## config.mk

```make
export PLATFORM = sky130hd
export DESIGN_NAME = mlpbc_ram
export DESIGN_NICKNAME = d
export VERILOG_FILES = /design/src/rtl/core/mlpbc_ram.sv
export SDC_FILE = /design/constraint.sdc
export NUM_CORES = 2
export LEC_CHECK = 0
export BUFFER_PORTS_ARGS = -buffer_cell sky130_fd_sc_hd__buf_2
export CAP_MARGIN = 30
export CORE_UTILIZATION = 45
export DETAILED_ROUTE_END_ITERATION = 10
export PLACE_DENSITY = 0.71
export REMOVE_ABC_BUFFERS = 1
export SLEW_MARGIN = 20
export SYNTH_ARGS = -nofsm -noshare
export SYNTH_HDL_FRONTEND = slang
export SYNTH_SLANG_ARGS = --single-unit
```

## constraint.sdc

```tcl
create_clock -name clk_i -period 2.6 [get_ports clk_i]
set_input_delay 0.26 -clock clk_i [delete_from_list [all_inputs] [get_ports clk_i]]
set_output_delay 0.26 -clock clk_i [all_outputs]
set_load 0.01 [all_outputs]
```

## src/rtl/core/mlpbc_ram.sv

```systemverilog
module mlpbc_ram #(
  parameter int unsigned Width = 16,
  parameter int unsigned Depth = 256,
  localparam int unsigned Aw = (Depth > 1) ? $clog2(Depth) : 1
) (
  input  logic             clk_i,
  input  logic             we_i,
  input  logic [Aw-1:0]    waddr_i,
  input  logic [Width-1:0] wdata_i,
  input  logic [Aw-1:0]    raddr_i,
  output logic [Width-1:0] rdata_o
);

  logic [Width-1:0] mem_q [Depth];
  logic [Width-1:0] rdata_q;

  // write port
  always_ff @(posedge clk_i) begin
    if (we_i) begin
      mem_q[waddr_i] <= wdata_i;
    end
  end

  // registered read port
  always_ff @(posedge clk_i) begin
    rdata_q <= mem_q[raddr_i];
  end

  assign rdata_o = rdata_q;

endmodule
```

After elaboration in Yosys (flattened, before gate mapping)

Memory sizes are Yosys's and may differ from the RTL's. A register that Yosys moved wholly into a read port is not among the register bits.
Cells that the tools add are included.

Memory bits (read-only): 0
Bits in registers: 0
Bits in latches: 0
Memories kept: 1
Word-level logic and storage cells: 3
RAM bits: 4096
Output and inout bits: 16

Memories:

| name  | depth | bits a word | read ports | clocked after memory_dff | write ports | line | RTL |
|---|---|---|---|---|---|---|---|
| mem_q | 256   | 16          | 1          | 1                        | 1           | 14   | `logic [Width-1:0] mem_q [Depth];` |

Div/mod/pow operators: 0
$add $sub $neg: 0
Eq/ne operators: 0
Bitwise gates (word level): 0
Magnitude comparators: 0
Reductions and logical operators: 0
Shifts and indexed selects: 0
Muxes and demuxes: 2
Multiply operators: 0

Operator list:

| kind   | number |
|---|---|
| $mux 1 | 2 |

Longest topological paths before layout

Word-level depth: 2
Gate-level depth with buffers: 12
Mapped depth without buffers: 6

Worst setup path after synthesis

OpenSTA, ideal clock, no wires.

Path kind: input to register
Start: in waddr_i[3]
End: mem mem_q[235][0], enable pin
Data required time: 2.212 ns
Library setup time: 0.388 ns
Stages: 6
Arrival time: 2.037 ns
Slack: 0.175 ns
Path through: clkbuf_1 -> nor2b_1 -> clkbuf_1 -> nand4_1 -> clkbuf_1 -> nor2_1

RTL lines:

| item            | line | RTL |
|---|---|---|
| start, declared | 8    | `input logic [Aw-1:0] waddr_i,` |
| end, declared   | 14   |  |

No word-level cell before the write port.

==> results.cfg <==
[timing]
holdWs_ns = 0.08601
setup_viol = 2
setup_tns_ns = -0.01114
fin_skew_ns = 0.05310
period_needed_ns = 2.610
drv_slew = 0
layout_setup_ws_ns = -0.01031
period_share_pct = 100.4
maxSlewHeadroom_pct = 27.35
worst_pin_slew_ns = 1.081
timing.fmax_ghz = 0.3831
finalHoldViolations = 0

[clock_tree]
cts_root_buffer = clkbuf_16
cts_made_buffers = 397
cts_tree = yes
cts_max_level = 5
clk_path_buf_depth = 4
clk_pin_slew_ns = 0.06
cts_setup_buffers = 0
clock_sinks = 4112
clkLatencyLatePin_ns = 0.97

[setup_path]
cp-end-kind = register
start_kind = register
critical_path_class = reg -> reg
startpoint = mem_q[2][12]$_DFFE_PP_
r2r_start = mem_q[2][12]$_DFFE_PP_
arrival_ns = 3.41
critPathMaxFanout = 1
r2r-end = rdata_o[12]$_DFF_P_
worstPathRequired_ns = 3.40
reg2reg_depth = 7
r2r_slack_ns = -0.01

[placement]
dpl_worst_slack_ns = -0.9935
placed_area_um2 = 172100
place_inst = 12560
dp_hpwl_mm = 257.0
io_buffer_count = 49
place.gp.congestion = 0.9371

[pwr]
vdd_drop_max_mv = 0.5766
p_leak_nw = 59.82
p_switching_mw = 29.55
netSwitchingFraction_pct = 21.49
combPwrFrac_pct = 5.6
p_clk_share_pct = 41.2
internal_power_mw = 107.9
seqPwrFrac_pct = 53.2
p_per_area_nw_per_um2 = 742.7
p_total_mw = 137.5

[worst_hold_path]
hold_end = mem_q[158][11]$_DFFE_PP_
hp-class = in -> reg
min_from = waddr_i[2]
hold-path-cell-count = 4

[status]
status = complete, but fails checks
violations = setup timing

[die]
start_util_pct = 45.31
design.core.area_um2 = 350200
die_y_um = 595.9
die-area_um2 = 355100
fp.dieW_um = 595.9
rows = 217
ios = 50

[final_layout]
multi_input_area_um2 = 33010
area.growth.synth_to_final_pct = 16.66
finalInstanceArea_um2 = 185100
fin_nets = 8410
final_cells = 13320
fillers = 26010
final-seq-area_um2 = 123300
final_util_pct = 52.86
drive_gt1_share_pct = 29.45

[synth]
syn_inst = 7360
synth_seq_cells = 4112
ys_types = 52
synth_top_area_cell = edfxtp_1
async_flop_share_pct = 0
synth_edf_count = 4096
synthFlopType = edfxtp_1
syn_area_per_cell_um2 = 21.56
synthesis.area_um2 = 158700
synth_area_leaders = edfxtp_1 77%, mux4_2 11%, mux2i_1 3.6%
synth.top_cell.area_share_pct = 77.50
ys_warn_count = 0
synth_seq_area_share_pct = 77.70

[detailed_routing]
ant_nets = 0
wl_per_cell_um = 31.40
firstDrtPassIters = 8
wl_mm = 418.3
drtIter0Drc = 11550
drc = 0
vias_per_cell = 6.162
vias = 82080

[grt]
grt_first_pass_wirelength_mm = 593.9
overflow = 0
grt_pass1_vias = 81470
track_usage_pct = 23.21
grt_max_degree = 100
grt_antenna_before_repair = 26

[run]
maxCapViolCount = 0
[placed cells by master, fill, tap and decap left out, drive strengths merged, types with 88 or more instances in the layout]
cell / count
o221ai: 253
mux4: 797
mux2: 88
nor2: 304
clkbuf: 490
buf: 1051
nor3: 92
a21oi: 175
clkinv: 185
mux2i: 565
o22ai: 148
edfxtp: 4096
[final cells by class]
| class | instances | share of cell area, % |
|---|---|---|
| timing repair buffer | 1069 | 5.568 |
| clock buffer | 488 | 5.641 |
| multi-input combinational | 2792 | 17.83 |
| inverter | 4 | 0.01487 |
| sequential | 4112 | 66.60 |
| tap | 4599 | 3.108 |
| clock inverter | 241 | 1.211 |
| antenna | 15 | 0.02027 |
[synthesized netlist by cell type (16+ instances only)]
cell	number
a21oi_1	175
mux2i_1	565
o31ai_1	16
mux2_2	88
edfxtp_1	4096
a22oi_1	43
o21ai_0	37
buf_6	77
o32ai_1	20
o22ai_1	148
clkbuf_1	230
nor3_1	92
nor4_1	17
buf_4	26
nand4_1	26
dfxtp_1	16
a22o_1	32
a211oi_1	18
mux4_2	797
a221oi_1	28
buf_2	76
nand3_1	35
o221ai_1	252
buf_1	27
nand2_1	38
nor2_1	304
[power by group through the flow]
stage / combinational (mW) / clock (mW) / sequential (mW)
6_report: 7.69 / 56.6 / 73.2
5_1_grt: 7.97 / 59.6 / 73.2
4_1_cts: 7.58 / 57.1 / 73.2
3_5_place_dp: 7.51 / 0 / 74.6
3_3_place_gp: 7.34 / 0 / 74.6
2_1_floorplan: 2.70 / 0 / 74.5
[cell families (layout without fill, tap and decap cells)]
group / Yosys count / after routing / synth area share, %
AOI/OAI and AO/OA: 786 / 786 / 3.537
buffers and inverters: 456 / 1802 / 1.693
DFF: 4112 / 4112 / 77.70
muxes: 1450 / 1450 / 15.50
other: 0 / 15 / 0
and+or+nand+nor: 556 / 556 / 1.574
[metal layers]
layer	GRT usage, %	part of all wire (%)	wire, µm	vias to the layer above
met5	0	0.034	141	-
met4	9.678	4.7	19520	8
met3	5.856	12	48340	797
met2	35.79	46	193800	4908
met1	31.64	37	156500	43020
li1	-	-	-	33350
[worst max-delay path: stages (launching register included)]
cell and delay, ns:
edfxtp_1 0.36, mux4_2 0.47, mux2_2 0.31, a22oi_1 0.44, buf_4 0.20, nand2_1 0.18, o32ai_2 0.40, nor4_1 0.10
[registers in the layout, summed over array words and instances, names as in the netlist]
signal	count
rdata_o	16
mem_q	4096
[what timing repair did]
action | in CTS | in global routing
hold endpoints to repair | 1466 | 0
pin swaps | 1 | 4
endpoints found under the setup margin | 3 | 10
gates resized for setup | 6 | 15
hold buffers | 16 | 0
[worst max path at each step]
stage	end	slack, ns	depth (start not counted)
2_1_floorplan	rdata_o[4]$_DFF_P_	-4.16	6
3_3_place_gp	rdata_o[12]$_DFF_P_	-1.15	12
3_5_place_dp	rdata_o[1]$_DFF_P_	-0.99	12
4_1_cts	rdata_o[1]$_DFF_P_	0.003	12
5_1_grt	rdata_o[1]$_DFF_P_	-0.02	12
6_report	rdata_o[12]$_DFF_P_	-0.01	7
Power figures use the tool's default switching activity.
